[src/sv/pmd_pkg.sv]
// ----------------------------------------------------------------------------
// pmd_pkg
// Shared types and constants of the pushbuffer method decoder.
// ----------------------------------------------------------------------------
package pmd_pkg;

    // Header field widths
    localparam int unsigned WORD_W   = 32;
    localparam int unsigned METHOD_W = 14;
    localparam int unsigned COUNT_W  = 13;
    localparam int unsigned SUBCH_W  = 3;
    localparam int unsigned CLASS_W  = 2;
    localparam int unsigned HOST_W   = 13;

    // Decoupling queue between decode and issue
    localparam int unsigned QDEPTH   = 4;
    localparam int unsigned QPTR_W   = $clog2(QDEPTH);
    localparam int unsigned QCNT_W   = $clog2(QDEPTH + 1);

    // Secondary opcodes (header bits 31:29)
    localparam logic [2:0] OP_GRP0_USE_TERT = 3'd0;
    localparam logic [2:0] OP_INC           = 3'd1;
    localparam logic [2:0] OP_NONINC        = 3'd3;
    localparam logic [2:0] OP_IMMD          = 3'd4;
    localparam logic [2:0] OP_ONEINC        = 3'd5;
    localparam logic [2:0] OP_END_SEG       = 3'd7;

    // Tertiary opcode (header bits 18:16) under group 0
    localparam logic [2:0] TERT_SET_SUBDEV_MASK = 3'd1;

    // Configuration register indexes
    localparam logic CFG_HOST_LIMIT   = 1'b0;
    localparam logic CFG_ENGINE_LIMIT = 1'b1;

    localparam logic [HOST_W-1:0]   HOST_LIMIT_RST   = 13'd64;
    localparam logic [METHOD_W-1:0] ENGINE_LIMIT_RST = 14'd3584;

    // Target classes
    localparam logic [CLASS_W-1:0] CLASS_HOST   = 2'd0;
    localparam logic [CLASS_W-1:0] CLASS_ENGINE = 2'd1;
    localparam logic [CLASS_W-1:0] CLASS_MACRO  = 2'd2;

    // Result status
    localparam logic STATUS_WRITE = 1'b0;
    localparam logic STATUS_ERROR = 1'b1;

    typedef enum logic [1:0] {
        MODE_HEADER = 2'd0,
        MODE_INC    = 2'd1,
        MODE_NONINC = 2'd2,
        MODE_ONEINC = 2'd3
    } t_mode;

    // One decoded result word travelling from decode to issue
    typedef struct packed {
        logic                status;
        logic [METHOD_W-1:0] method;
        logic [WORD_W-1:0]   argument;
        logic [SUBCH_W-1:0]  subchannel;
        logic                last;
    } t_cmd;

    // Queue status seen by its producer and consumer
    typedef struct packed {
        logic full;
        logic empty;
    } t_qstat;

endpackage

[src/sv/pmd_front.sv]
// ----------------------------------------------------------------------------
// pmd_front
// Header decode and method sequencing; emits at most one command per word.
// ----------------------------------------------------------------------------
module pmd_front
    import pmd_pkg::*;
(
    input  logic              i_clk,
    input  logic              i_rst_n,
    input  logic              i_accept,
    input  logic [WORD_W-1:0] i_word,
    input  logic              i_entry_start,
    output logic              o_cmd_valid,
    output t_cmd              o_cmd
);

    t_mode               r_mode,  n_mode;
    logic [COUNT_W-1:0]  r_rem,   n_rem;
    logic [METHOD_W-1:0] r_meth,  n_meth;
    logic [SUBCH_W-1:0]  r_sub,   n_sub;
    logic                r_skip,  n_skip;

    logic               skip_now;
    logic [COUNT_W-1:0] rem_dec;
    logic [2:0]         sec;
    logic [2:0]         tert;
    logic [COUNT_W-1:0] hdr_cnt;
    logic [11:0]        hdr_addr;
    logic [SUBCH_W-1:0] hdr_sub;

    assign sec      = i_word[31:29];
    assign tert     = i_word[18:16];
    assign hdr_cnt  = i_word[28:16];
    assign hdr_addr = i_word[11:0];
    assign hdr_sub  = i_word[15:13];
    assign skip_now = i_entry_start ? 1'b0 : r_skip;
    assign rem_dec  = r_rem - COUNT_W'(1);

    always_ff @(posedge i_clk) begin
        if (!i_rst_n) begin
            r_mode <= MODE_HEADER;
            r_rem  <= '0;
            r_meth <= '0;
            r_sub  <= '0;
            r_skip <= 1'b0;
        end else begin
            r_mode <= n_mode;
            r_rem  <= n_rem;
            r_meth <= n_meth;
            r_sub  <= n_sub;
            r_skip <= n_skip;
        end
    end

    always_comb begin
        n_mode      = r_mode;
        n_rem       = r_rem;
        n_meth      = r_meth;
        n_sub       = r_sub;
        n_skip      = r_skip;
        o_cmd_valid = 1'b0;
        o_cmd       = '0;
        if (i_accept) begin
            n_skip = skip_now;
            if (r_mode != MODE_HEADER && r_rem != '0) begin
                // data word of a pending method (also resumes across entries)
                n_rem              = rem_dec;
                o_cmd_valid        = 1'b1;
                o_cmd.status       = STATUS_WRITE;
                o_cmd.method       = r_meth;
                o_cmd.argument     = i_word;
                o_cmd.subchannel   = r_sub;
                o_cmd.last         = (rem_dec == '0);
                unique case (r_mode)
                    MODE_INC: begin
                        n_meth = r_meth + METHOD_W'(1);
                    end
                    MODE_ONEINC: begin
                        n_meth = r_meth + METHOD_W'(1);
                        n_mode = MODE_NONINC;
                    end
                    default: ;
                endcase
                if (rem_dec == '0) begin
                    n_mode = MODE_HEADER;
                end
            end else begin
                n_mode = MODE_HEADER;
                n_rem  = '0;
                if (!skip_now && i_word != '0) begin
                    unique case (sec)
                        OP_INC, OP_NONINC, OP_ONEINC: begin
                            n_meth = METHOD_W'(hdr_addr);
                            n_sub  = hdr_sub;
                            n_rem  = hdr_cnt;
                            if (hdr_cnt != '0) begin
                                if (sec == OP_INC) begin
                                    n_mode = MODE_INC;
                                end else if (sec == OP_NONINC) begin
                                    n_mode = MODE_NONINC;
                                end else begin
                                    n_mode = MODE_ONEINC;
                                end
                            end
                        end
                        OP_IMMD: begin
                            n_meth           = METHOD_W'(hdr_addr);
                            n_sub            = hdr_sub;
                            o_cmd_valid      = 1'b1;
                            o_cmd.status     = STATUS_WRITE;
                            o_cmd.method     = METHOD_W'(hdr_addr);
                            o_cmd.argument   = WORD_W'(hdr_cnt);
                            o_cmd.subchannel = hdr_sub;
                            o_cmd.last       = 1'b1;
                        end
                        OP_END_SEG: begin
                            n_skip = 1'b1;
                        end
                        default: begin
                            // group 0 set-subdevice-mask is a no-op, all else errors
                            if (!(sec == OP_GRP0_USE_TERT && tert == TERT_SET_SUBDEV_MASK)) begin
                                n_skip           = 1'b1;
                                o_cmd_valid      = 1'b1;
                                o_cmd.status     = STATUS_ERROR;
                                o_cmd.method     = '0;
                                o_cmd.argument   = i_word;
                                o_cmd.subchannel = hdr_sub;
                                o_cmd.last       = 1'b1;
                            end
                        end
                    endcase
                end
            end
        end
    end

endmodule

[src/sv/pmd_queue.sv]
// ----------------------------------------------------------------------------
// pmd_queue
// Small command queue decoupling decode from issue.
// ----------------------------------------------------------------------------
module pmd_queue
    import pmd_pkg::*;
(
    input  logic   i_clk,
    input  logic   i_rst_n,
    input  logic   i_push,
    input  t_cmd   i_cmd,
    input  logic   i_pop,
    output t_cmd   o_cmd,
    output t_qstat o_stat
);

    t_cmd              r_mem [QDEPTH];
    logic [QPTR_W-1:0] r_wr, n_wr;
    logic [QPTR_W-1:0] r_rd, n_rd;
    logic [QCNT_W-1:0] r_cnt, n_cnt;
    logic              do_push;
    logic              do_pop;

    assign o_stat.full  = (r_cnt == QCNT_W'(QDEPTH));
    assign o_stat.empty = (r_cnt == '0);
    assign do_push      = i_push && !o_stat.full;
    assign do_pop       = i_pop && !o_stat.empty;
    assign o_cmd        = r_mem[r_rd];

    always_comb begin
        n_wr  = do_push ? r_wr + QPTR_W'(1) : r_wr;
        n_rd  = do_pop  ? r_rd + QPTR_W'(1) : r_rd;
        n_cnt = r_cnt + QCNT_W'(do_push) - QCNT_W'(do_pop);
    end

    always_ff @(posedge i_clk) begin
        if (!i_rst_n) begin
            r_wr  <= '0;
            r_rd  <= '0;
            r_cnt <= '0;
        end else begin
            r_wr  <= n_wr;
            r_rd  <= n_rd;
            r_cnt <= n_cnt;
        end
    end

    always_ff @(posedge i_clk) begin
        if (do_push) begin
            r_mem[r_wr] <= i_cmd;
        end
    end

endmodule

[src/sv/pmd_back.sv]
// ----------------------------------------------------------------------------
// pmd_back
// Target classification against the limit registers and the result register.
// ----------------------------------------------------------------------------
module pmd_back
    import pmd_pkg::*;
(
    input  logic                i_clk,
    input  logic                i_rst_n,
    input  logic                i_cfg_we,
    input  logic                i_cfg_index,
    input  logic [METHOD_W-1:0] i_cfg_data,
    input  t_cmd                i_cmd,
    input  t_qstat              i_qstat,
    output logic                o_qpop,
    input  logic                i_pop,
    output logic                o_valid,
    output logic                o_status,
    output logic [METHOD_W-1:0] o_method,
    output logic [WORD_W-1:0]   o_argument,
    output logic [SUBCH_W-1:0]  o_subchannel,
    output logic [CLASS_W-1:0]  o_target_class,
    output logic                o_last_of_method
);

    logic [HOST_W-1:0]   r_host_lim;
    logic [METHOD_W-1:0] r_eng_lim;
    logic                r_valid;
    t_cmd                r_cmd;
    logic [CLASS_W-1:0]  r_class;
    logic [CLASS_W-1:0]  cls;

    // Errors always report the host class
    always_comb begin
        priority if (i_cmd.status == STATUS_ERROR) begin
            cls = CLASS_HOST;
        end else if (i_cmd.method < METHOD_W'(r_host_lim)) begin
            cls = CLASS_HOST;
        end else if (i_cmd.method < r_eng_lim) begin
            cls = CLASS_ENGINE;
        end else begin
            cls = CLASS_MACRO;
        end
    end

    assign o_qpop = !i_qstat.empty && (!r_valid || i_pop);

    always_ff @(posedge i_clk) begin
        if (!i_rst_n) begin
            r_host_lim <= HOST_LIMIT_RST;
            r_eng_lim  <= ENGINE_LIMIT_RST;
        end else if (i_cfg_we) begin
            unique case (i_cfg_index)
                CFG_HOST_LIMIT:   r_host_lim <= i_cfg_data[HOST_W-1:0];
                CFG_ENGINE_LIMIT: r_eng_lim  <= i_cfg_data;
                default: ;
            endcase
        end
    end

    always_ff @(posedge i_clk) begin
        if (!i_rst_n) begin
            r_valid <= 1'b0;
        end else if (o_qpop) begin
            r_valid <= 1'b1;
        end else if (i_pop) begin
            r_valid <= 1'b0;
        end
    end

    always_ff @(posedge i_clk) begin
        if (o_qpop) begin
            r_cmd   <= i_cmd;
            r_class <= cls;
        end
    end

    assign o_valid          = r_valid;
    assign o_status         = r_cmd.status;
    assign o_method         = r_cmd.method;
    assign o_argument       = r_cmd.argument;
    assign o_subchannel     = r_cmd.subchannel;
    assign o_target_class   = r_class;
    assign o_last_of_method = r_cmd.last;

endmodule

[src/sv/pushbuffer_method_decoder.sv]
// ----------------------------------------------------------------------------
// pushbuffer_method_decoder
// Decodes pushbuffer words into method writes, one word per cycle unless full.
// ----------------------------------------------------------------------------
//  channel   | handshake            | payload
//  ----------+----------------------+----------------------------------------
//  word in   | push / full          | i_word, i_entry_start
//  result    | empty / pop          | o_status, o_method, o_argument,
//            |                      | o_subchannel, o_target_class,
//            |                      | o_last_of_method
//  config    | i_cfg_we             | i_cfg_index, i_cfg_data
//
//  One word is taken per cycle while full is low. A word that yields a
//  result is written into the command queue when it is accepted; the issue
//  stage then classifies it into the result register once that register is
//  empty or being popped.
//  full rises when the 4-deep command queue is full; the result register
//  lets a result wait for pop while decode keeps filling the queue.
//  Synchronous active-low reset empties both stages and restores the limits.
// ----------------------------------------------------------------------------
module pushbuffer_method_decoder
    import pmd_pkg::*;
(
    input  logic                i_clk,
    input  logic                i_rst_n,
    // word input
    input  logic                push,
    output logic                full,
    input  logic [WORD_W-1:0]   i_word,
    input  logic                i_entry_start,
    // result output
    output logic                empty,
    input  logic                pop,
    output logic                o_status,
    output logic [METHOD_W-1:0] o_method,
    output logic [WORD_W-1:0]   o_argument,
    output logic [SUBCH_W-1:0]  o_subchannel,
    output logic [CLASS_W-1:0]  o_target_class,
    output logic                o_last_of_method,
    // configuration
    input  logic                i_cfg_we,
    input  logic                i_cfg_index,
    input  logic [METHOD_W-1:0] i_cfg_data
);

    logic   accept;
    logic   cmd_valid;
    t_cmd   cmd_in;
    t_cmd   cmd_out;
    t_qstat qstat;
    logic   qpop;
    logic   res_valid;

    // Full is taken from the queue alone, so a word that yields nothing
    // also waits while the queue is full.
    assign full   = qstat.full;
    assign accept = push && !full;
    assign empty  = !res_valid;

    // Decode: header parsing and per-word method sequencing
    pmd_front u_front (
        .i_clk         (i_clk),
        .i_rst_n       (i_rst_n),
        .i_accept      (accept),
        .i_word        (i_word),
        .i_entry_start (i_entry_start),
        .o_cmd_valid   (cmd_valid),
        .o_cmd         (cmd_in)
    );

    // Queue between decode and issue
    pmd_queue u_queue (
        .i_clk   (i_clk),
        .i_rst_n (i_rst_n),
        .i_push  (cmd_valid),
        .i_cmd   (cmd_in),
        .i_pop   (qpop),
        .o_cmd   (cmd_out),
        .o_stat  (qstat)
    );

    // Issue: classify against limits and hold the result for pop
    pmd_back u_back (
        .i_clk            (i_clk),
        .i_rst_n          (i_rst_n),
        .i_cfg_we         (i_cfg_we),
        .i_cfg_index      (i_cfg_index),
        .i_cfg_data       (i_cfg_data),
        .i_cmd            (cmd_out),
        .i_qstat          (qstat),
        .o_qpop           (qpop),
        .i_pop            (pop),
        .o_valid          (res_valid),
        .o_status         (o_status),
        .o_method         (o_method),
        .o_argument       (o_argument),
        .o_subchannel     (o_subchannel),
        .o_target_class   (o_target_class),
        .o_last_of_method (o_last_of_method)
    );

endmodule

[config.mk]
export PLATFORM = sky130hd
export DESIGN_NAME = pushbuffer_method_decoder
export DESIGN_NICKNAME = d
export VERILOG_FILES = /design/src/sv/pmd_pkg.sv /design/src/sv/pmd_front.sv /design/src/sv/pmd_queue.sv /design/src/sv/pmd_back.sv /design/src/sv/pushbuffer_method_decoder.sv
export SDC_FILE = /design/constraint.sdc
export NUM_CORES = 1
export LEC_CHECK = 0
export BUFFER_PORTS_ARGS = -buffer_cell sky130_fd_sc_hd__buf_2
export CORE_AREA = 2 2 202 204
export DETAILED_ROUTE_END_ITERATION = 7
export DIE_AREA = 0 0 204 206
export MAX_ROUTING_LAYER = met4
export PLACE_DENSITY = 0.47
export SETUP_SLACK_MARGIN = 0.05
export SYNTH_ARGS = -nofsm -noshare
export SYNTH_HDL_FRONTEND = slang
export SYNTH_SLANG_ARGS = --single-unit
[constraint.sdc]
create_clock -name i_clk -period 5.48 [get_ports i_clk]
set_input_delay 0 -clock i_clk [delete_from_list [all_inputs] [get_ports i_clk]]
set_output_delay 0 -clock i_clk [all_outputs]
set_load 0.05 [all_outputs]
==> key figures, run 1 <==
Status
  • Status: complete, no violations

Finish
  • Multi-input gate area in the final layout: ~0.0043 mm^2
  • Share of cells above drive strength 1: a little under a quarter
  • Fillers: roughly 3700
  • Inserted Diodes: 0
  • Final nets: about 1200
  • Synth-to-layout area growth: 20.5%
  • Register area: about 0.009 mm^2
  • Final cell count without fillers: ~1700

Yosys
  • Post-synth EDFFs: 257
  • Cell taking the most area after synthesis: edfxtp_1
  • Synthesis Warnings: 0
  • Syn avg cell area: around 15 um^2
  • Synth cell types: 78
  • Synth top area cells: edfxtp_1 56%, dfxtp_1 10%, mux4_2 8.3%
  • Ys async rst share: 0%
  • Ys flop type: edfxtp_1
  • Sequential fraction of the synthesis area: between 60% and 70%
  • Net Count, Synth: around 1000
  • Post-Synthesis Cells: 949
  • Seq cells post-synth: 327
  • Post-synth top area share: 55.8%
  • Synthesized area: 0.0138 mm^2

Global routing
  • Grt ovf: 0
  • Antenna violations before repair: 0
  • Largest net degree at the start of global routing: 56
  • GR Util met3: between 2 and 2.5%
  • M2 GR Usage: around 27%
  • M1 GR Usage: a little under a quarter
  • Vias in the first global route: about 8500
  • Gr busiest metal: met2
  • GRT Util Overall: between 10% and 20%
  • Global-route wire length before repair: about 52 mm

STA
  • Final hold violations: 0
  • Worst Slack Setup Final: 1.96 ns
  • Max-slew violation count: 0
  • Worst Tran Pin Value: just over 1 ns
  • Maximum clock frequency: about 280 MHz
  • Relative slew slack: a little under a third
  • Period utilization: about 64%
  • Setup TNS: 0 ns
  • WHS: 0.0494 ns
  • Clk_skew: 0.0208 ns
  • Setup-failing EPs final: 0
  • RSZ-0062 raised after global routing: false
  • Post-route minimum period: ~3.5 ns

Clock network
  • Skew-Pair Late Insertion Delay: between 0.5 and 0.6 ns
  • Cts bufs inserted: 38
  • CTS tree: built
  • Post-CTS setup buffers: 0
  • Total clock sinks: 327
  • Clock-pin slew on the worst setup and hold paths: approximately 0.06 ns
  • CTS Root Cell: clkbuf_16
  • # H-tree levels: 2
  • Deepest clock path buffer count: 3

Place
  • PortBufs: 107
  • Placed cells: around 1500
  • DP Wirelength: ~22 mm
  • Dpl ws: between 1.5 and 2 ns
  • Placer Congestion: about 0.8

Setup path
  • Maximum net fanout on the critical path: 21
  • Req. time, crit path: 5.69 ns
  • Critical R2R Launch: u_front.r_rem[0]
  • R2r endpoint: u_queue.r_mem[1][16]
  • Critical Path Start: u_front.r_rem[0]
  • Crit end category: register
  • Crit Path Class: register to register
  • R2r setup slk: around 2.0 ns
  • CP Launch Type: register
  • R2R depth: 9
  • Worst Path Arrival: roughly 3.7 ns

Floorplan
  • Die X: slightly above 200 um
  • IO Pins: between 100 and 150
  • Chip height: roughly 210 um
  • Die area: between 0.04 and 0.05 mm^2
  • Core Area: 0.0402 mm^2
  • Core Rows: 74
  • Starting Density: 34.4%

Pwr
  • Total power: about 9000 uW
  • LEAKAGE: slightly below 0.006 uW
  • Peak VDD IR: between 0.0003 and 0.0004 V
  • Cell Pwr Density: 538 mW/mm^2

Hold path
  • Worst min-delay path startpoint: i_word[30]
  • Hold path cells: 3
  • Hold crit path type: primary input to register
  • Min-Delay Endpoint: u_queue.r_mem[3][34]

Detailed routing
  • Drt drc: 0
  • Post-DR vias/cell: roughly 5.1
  • ANT nets after route: 0
  • DR vias: between 8000 and 9000
  • WL per Instance: about 21 um
  • Routed WL: 34.7 mm
  • Drt pass-1 iters: 5
  • Initial detailed-routing violation count: between 600 and 700

Flow run
  • Max_cap viols: 0
==> kinds of logic (layout without fill, tap and decap cells) <==
logic type	Yosys count	in the layout	synth area share, %
AOI/OAI and AO/OA	185	185	9.62
adders and majority gates	36	36	3.31
DFF	327	327	65.9
xor gates and xnor gates	7	7	0.443
buffers and inverters	102	282	3.18
and+or+nand+nor	238	238	8.99
muxes	54	54	8.52
==> layer usage <==
layer / vias up / wire length, um
met4: 0 / 507
met2: 196 / 16600
met5: - / 0
li1: 3981 / -
met3: 41 / 1430
met1: 4230 / 16200
==> placed cells by master (no fill, tap or decap), types with 7 or more instances in the layout <==
| cell | synthesis | layout |
|---|---|---|
| buf_2 | 10 | 107 |
| dfxtp_1 | 70 | 68 |
| a21oi_1 | 54 | 53 |
| and2_1 | 24 | 20 |
| nor4_1 | 11 | 11 |
| nand3_1 | 14 | 14 |
| clkbuf_16 | 0 | 38 |
| mux4_2 | 51 | 51 |
| dlygate4sd3_1 | 0 | 52 |
| nor2_1 | 29 | 29 |
| edfxtp_1 | 257 | 257 |
| a22o_1 | 29 | 29 |
| o21ai_0 | 19 | 19 |
| nand2_1 | 90 | 90 |
| and3_1 | 11 | 11 |
| buf_4 | 2 | 14 |
| inv_1 | 45 | 44 |
| ha_1 | 35 | 35 |
| nand4_1 | 7 | 7 |
| nor3_1 | 13 | 13 |
==> how the worst max path moves through the flow <==
| stage | end | slack [ns] |
|---|---|---|
| after floorplan | u_queue.r_cnt[2] | 0.64 |
| after global placement | u_queue.r_mem[1][18] | 2.02 |
| after detailed placement | u_queue.r_mem[1][19] | 1.98 |
| after CTS | u_queue.r_mem[1][5] | 1.96 |
| after global routing | u_queue.r_mem[1][17] | 1.73 |
| final | u_queue.r_mem[1][16] | 1.96 |
==> state kept, by name, indices dropped and copies added, names as in the netlist, named ones only <==
signal,cells
u_back.r_host_lim,13
u_queue.r_cnt,3
u_back.o_target_class,2
u_front.r_sub,3
u_front.r_rem,13
u_back.o_valid,1
u_back.o_subchannel,3
u_queue.r_mem,204
u_back.o_method,14
u_queue.r_wr,2
u_back.o_last_of_method,1
u_front.r_skip,1
u_front.r_meth,14
u_queue.r_rd,2
u_back.o_status,1
u_back.r_eng_lim,14
u_back.o_argument,32
u_front.r_mode,2
==> worst max-delay path: stages (launching register included) <==
cell and delay (ns):
dfxtp_1 0.45, inv_1 0.10, ha_1 0.20, or4b_4 0.22
o31a_1 0.75, nand2_2 0.13, o21a_1 0.20, inv_1 0.15
and2_2 0.56, buf_4 0.40
==> synthesized netlist by cell type (all sizes together) (4+ instances only) <==
master,instances
nor4,12
a21o,6
a22o,29
buf,23
nand2,91
mux4,51
o22ai,5
a21oi,54
and3,11
o211ai,5
a31oi,5
nand3,14
inv,45
edfxtp,257
ha,35
a211oi,4
o221a,4
nor3b,4
o21a,5
dfxtp,70
o32ai,5
o21ai,20
nor2,30
nand4,7
a22oi,6
nor3,14
and2,24
xor2,4
and4,4
a221oi,5
or3,4
clkbuf,34
==> area by class of cell <==
class                   count  share of cell area [%]
flip-flops and latches    327                    54.7
multi-input cells         520                    25.7
repair buffers            173                    6.96
clock buffers              45                    5.98
well taps                 532                    3.99
clock inverters            19                    1.61
inverters                  45                    1.01
==> where the power goes <==
| group | switching [uW] | internal, uW |
|---|---|---|
| combinational | 1970 | 919 |
| sequential | 224 | 3300 |
| clock | 1000 | 1540 |
| total | 3200 | 5760 |
==> timing repair <==
action                                 4_1_cts  5_1_grt
gates resized for setup                      0        0
endpoints found under the hold margin      164        0
hold buffers                                52        0
==> stage by stage <==
stage               instance area, um^2  util [%]
floorplan                         13800         -
global placement                  14900      37.0
detailed placement                14900      37.0
CTS                               16700      41.5
global route                      16700      41.5
finish                            16700      41.5
Power figures use the tool's default switching activity.
==> inputs of run 2 (changes only) <==
ABC_AREA = 1   (was not set)
CORE_AREA = 2 2 205 207   (was 2 2 202 204)
DIE_AREA = 0 0 207 209   (was 0 0 204 206)
clock period = 3.7 ns   (was 5.48 ns; I/O delays follow)
==> run 2 against run 1 <==
Compared with the run above:
- final area up 2.0%
- clock skew down 0.0070 ns
- setup slack worse by 0.92 ns
- register-to-register slack worse by 0.92 ns
- critical endpoint is now u_back.o_target_class[1]
==> key figures, run 2 <==
Clock network
  • Total clock sinks: 327 (unchanged)
  • Clock-pin slew on the worst setup and hold paths: 0.05 ns (about the same)
  • # H-tree levels: 2 (unchanged)
  • Post-CTS setup buffers: 0 (unchanged)
  • CTS tree: built
  • Deepest clock path buffer count: 3 (unchanged)
  • Cts bufs inserted: 38 (unchanged)
  • CTS Root Cell: clkbuf_16
  • Skew-Pair Late Insertion Delay: 0.53 ns (-0.02 ns)

Floorplan
  • IO Pins: 108 (unchanged)
  • Chip height: 209 um (+1.5%)
  • Core Rows: 75 (+1.4%)
  • Die area: 0.0433 mm^2 (+2.9%)
  • Die X: 207 um (+1.5%)
  • Starting Density: 34.3% (-0.16 points)
  • Core Area: 0.0413 mm^2 (+2.8%)

Yosys
  • Synthesized area: 0.0141 mm^2 (+2.3%)
  • Synth top area cells: edfxtp_1 55%, dfxtp_1 9.9%, o21ai_0 5.1%
  • Seq cells post-synth: 327 (unchanged)
  • Syn avg cell area: 10.5 um^2 (-28%)
  • Synthesis Warnings: 0 (unchanged)
  • Main combinational cell family by area after synthesis: simple AND/OR/NAND/NOR gates
  • Net Count, Synth: 1430 (+38%)
  • Synth cell count leaders: 257 x edfxtp_1, 180 x nor2_1, 176 x nand2_1
  • Post-synth EDFFs: 257 (unchanged)
  • Post-Synthesis Cells: 1341 (+41%)
  • Simple-gate portion of the synthesized area: 14.9% (+6.0 points)
  • Post-synthesis xor/xnor area fraction: 0.433% (-0.0099 points)
  • Post-synth top area share: 54.6% (-1.2 points)
  • Count leader, synth: edfxtp_1
  • Cell taking the most area after synthesis: edfxtp_1
  • Synth Area in Compound Gates: 11.7% (+2.1 points)
  • Synth cell types: 38 (-51%)
  • Sequential fraction of the synthesis area: 64.5% (-1.5 points)
  • Ys flop type: edfxtp_1
  • Ys async rst share: 0% (unchanged)
  • Multiplexer area fraction after synthesis: 0% (-8.5 points)
  • Synth Area in Adders: 3.24% (-0.074 points)

Pwr
  • Net switching power figure: 6350 uW (+98%)
  • Int Power: 9010 uW (+56%)
  • Cell Pwr Density: 903 mW/mm^2 (+68%)
  • Total power: 15400 uW (+71%)
  • Switching Share: 41.3% (+5.6 points)
  • Peak VDD IR: 0.000405 V (+19%)
  • Sequential share of power: 36.5% (-2.8 points)
  • LEAKAGE: 0.00640 uW (+8.4%)
  • Clock network power share: 23.3% (-5.1 points)
  • Power share of the combinational group: 40.3% (+8.0 points)

Place
  • PortBufs: 107 (unchanged)
  • DP Wirelength: 24.7 mm (+10%)
  • Placer Congestion: 0.856 (+7.6%)
  • Dpl ws: 1.02 ns (-0.960 ns)

Setup path
  • Crit end category: register
  • R2r setup slk: 1.04 ns (-0.92 ns)
  • R2r endpoint: u_back.o_target_class[1]
  • Maximum net fanout on the critical path: 51 (+140%)
  • Crit Path Class: register to register
  • WP buf/inv: 1 (-2)
  • CP Launch Type: register
  • R2R depth: 10 (+1)
  • Worst Path Arrival: 2.93 ns (-0.81 ns)
  • Slowest stage cell, crit path: buf_4
  • Family with the most delay on the worst path: compound AO/OA/AOI/OAI gates
  • Req. time, crit path: 3.96 ns (-1.73 ns)
  • Worst stage delay on the critical path: 0.52 ns (-0.23 ns)
  • Cells along the critical path: buf_4 > o21ai_0 > o22ai_1 > ha_1 > a21oi_1 > o21ai_0 > o21ai_0 > nand2_1 > nand2_1 > a21oi_1
  • CP most frequent cell: o21ai_0

Detailed routing
  • ANT nets after route: 0 (unchanged)
  • Post-DR vias/cell: 5.00 (-1.8%)
  • DR vias: 10300 (+22%)
  • Drt pass-1 iters: 5 (unchanged)
  • Initial detailed-routing violation count: 718 (+16%)
  • Drt drc: 0 (unchanged)
  • Routed WL: 37.8 mm (+9.0%)
  • WL per Instance: 18.3 um (-12%)

Global routing
  • GRT Util Overall: 17.9% (+0.72 points)
  • Largest net degree at the start of global routing: 70 (+25%)
  • Grt ovf: 0 (unchanged)
  • Vias in the first global route: 9897 (+17%)
  • Global-route wire length before repair: 58.5 mm (+12%)
  • Antenna violations before repair: 0 (unchanged)

Finish
  • Synth-to-layout area growth: 20.3%
  • Inserted Diodes: 0 (unchanged)
  • Fillers: 4035 (+8.1%)
  • Final nets: 1584 (+33%)
  • Largest Register: u_queue.r_mem
  • Commonest non-fill, non-tap cells in the layout: 257 x edfxtp_1, 176 x nand2_1, 176 x nor2_1
  • Most common cell after layout, fill and taps aside: edfxtp_1
  • Number of flip-flops in the largest register: 204 (unchanged)
  • Share of cells above drive strength 1: 14.0% (-8.7 points)

Flow run
  • Max_cap viols: 0 (unchanged)

STA
  • Setup TNS: 0 ns (unchanged)
  • Clk_skew: 0.0138 ns (-0.00701 ns)
  • Maximum clock frequency: 375 MHz (+32%)
  • Final hold violations: 0 (unchanged)
  • Relative slew slack: 9.19% (-23 points)
  • Setup-failing EPs final: 0 (unchanged)
  • Max-slew violation count: 0 (unchanged)
  • Worst Tran Pin Value: 1.36 ns (+0.341 ns)
  • RSZ-0062 raised after global routing: false
  • WHS: 0.0204 ns (-0.0290 ns)
  • Worst Slack Setup Final: 1.04 ns (-0.922 ns)
  • Period utilization: 72.0% (+7.7 points)
  • Post-route minimum period: 2.66 ns (-0.858 ns)

Hold path
  • Min-Delay Endpoint: u_back.r_eng_lim[11]
  • Hold crit path type: primary input to register
  • Hold path cells: 3 (unchanged)
  • Worst min-delay path startpoint: i_rst_n

Status
  • Status: complete, no violations
## run 2: worst max-delay path by stage
stage	startpoint	end	slack, ns	depth (start not counted)
after floorplan	u_front.r_rem[0]	u_queue.r_mem[0][0]	-0.27	12
after global placement	register	u_back.o_target_class[1]	1.01	10
after detailed placement	register	u_back.o_target_class[1]	1.02	10
after CTS	register	u_back.o_target_class[1]	1.01	10
after global routing	register	u_back.o_target_class[1]	0.76	10
final	register	u_back.o_target_class[1]	1.04	10
## run 2: per-layer routing
| metal | vias to the layer above | wire, um | track usage (%) | share of wire, % |
|---|---|---|---|---|
| met2 | 282 | 16700 | 26.8 | 44 |
| li1 | 5027 | - | - | - |
| met5 | - | 0 | - | 0 |
| met4 | 0 | 886 | 5.07 | 2.3 |
| met3 | 56 | 2030 | 2.69 | 5.4 |
| met1 | 4940 | 18200 | 25.4 | 48 |
## run 2: cells by family after synthesis
group,Yosys count
and+or+nand+nor,484
DFF,327
AOI/OAI and AO/OA,307
buffers and inverters,180
adders and majority gates,36
xor gates and xnor gates,7
## run 2: repair_timing
| item | CTS | global route |
|---|---|---|
| hold buffers | 48 | 0 |
| resized for setup | 0 | 0 |
| hold endpoints to repair | 125 | 0 |
## run 2: metrics by stage
step | cells | util, % | cell area (um^2)
after floorplan | 1341 | - | 14100
after global placement | 1946 | 37.2 | 15300
after detailed placement | 1946 | 37.2 | 15300
after CTS | 2063 | 41.2 | 17000
after global routing | 2063 | 41.2 | 17000
final | 2063 | 41.2 | 17000
## run 2: tightest hold or removal path, cell delays in order
cell	delay, ns
buf_2	0.11
buf_4	0.24
o211ai_1	0.14
## run 2: area by class of cell
cell class | count | area, um^2 | area share [%]
multi-input cells | 834 | 4340 | 25.5
flip-flops and latches | 327 | 9120 | 53.6
inverters | 115 | 432 | 2.54
clock buffers | 57 | 1110 | 6.50
well taps | 539 | 674 | 3.96
repair buffers | 179 | 1260 | 7.40
clock inverters | 12 | 85.1 | 0.500
## run 2: power groups by stage
| stage | clock, uW | combinational (uW) | sequential [uW] |
|---|---|---|---|
| final | 3570 | 6190 | 5600 |
| after floorplan | 0 | 3360 | 6750 |
| after global placement | 0 | 6180 | 5680 |
| after CTS | 3680 | 6270 | 5620 |
| after global routing | 3820 | 6900 | 5690 |
| after detailed placement | 0 | 6200 | 5690 |
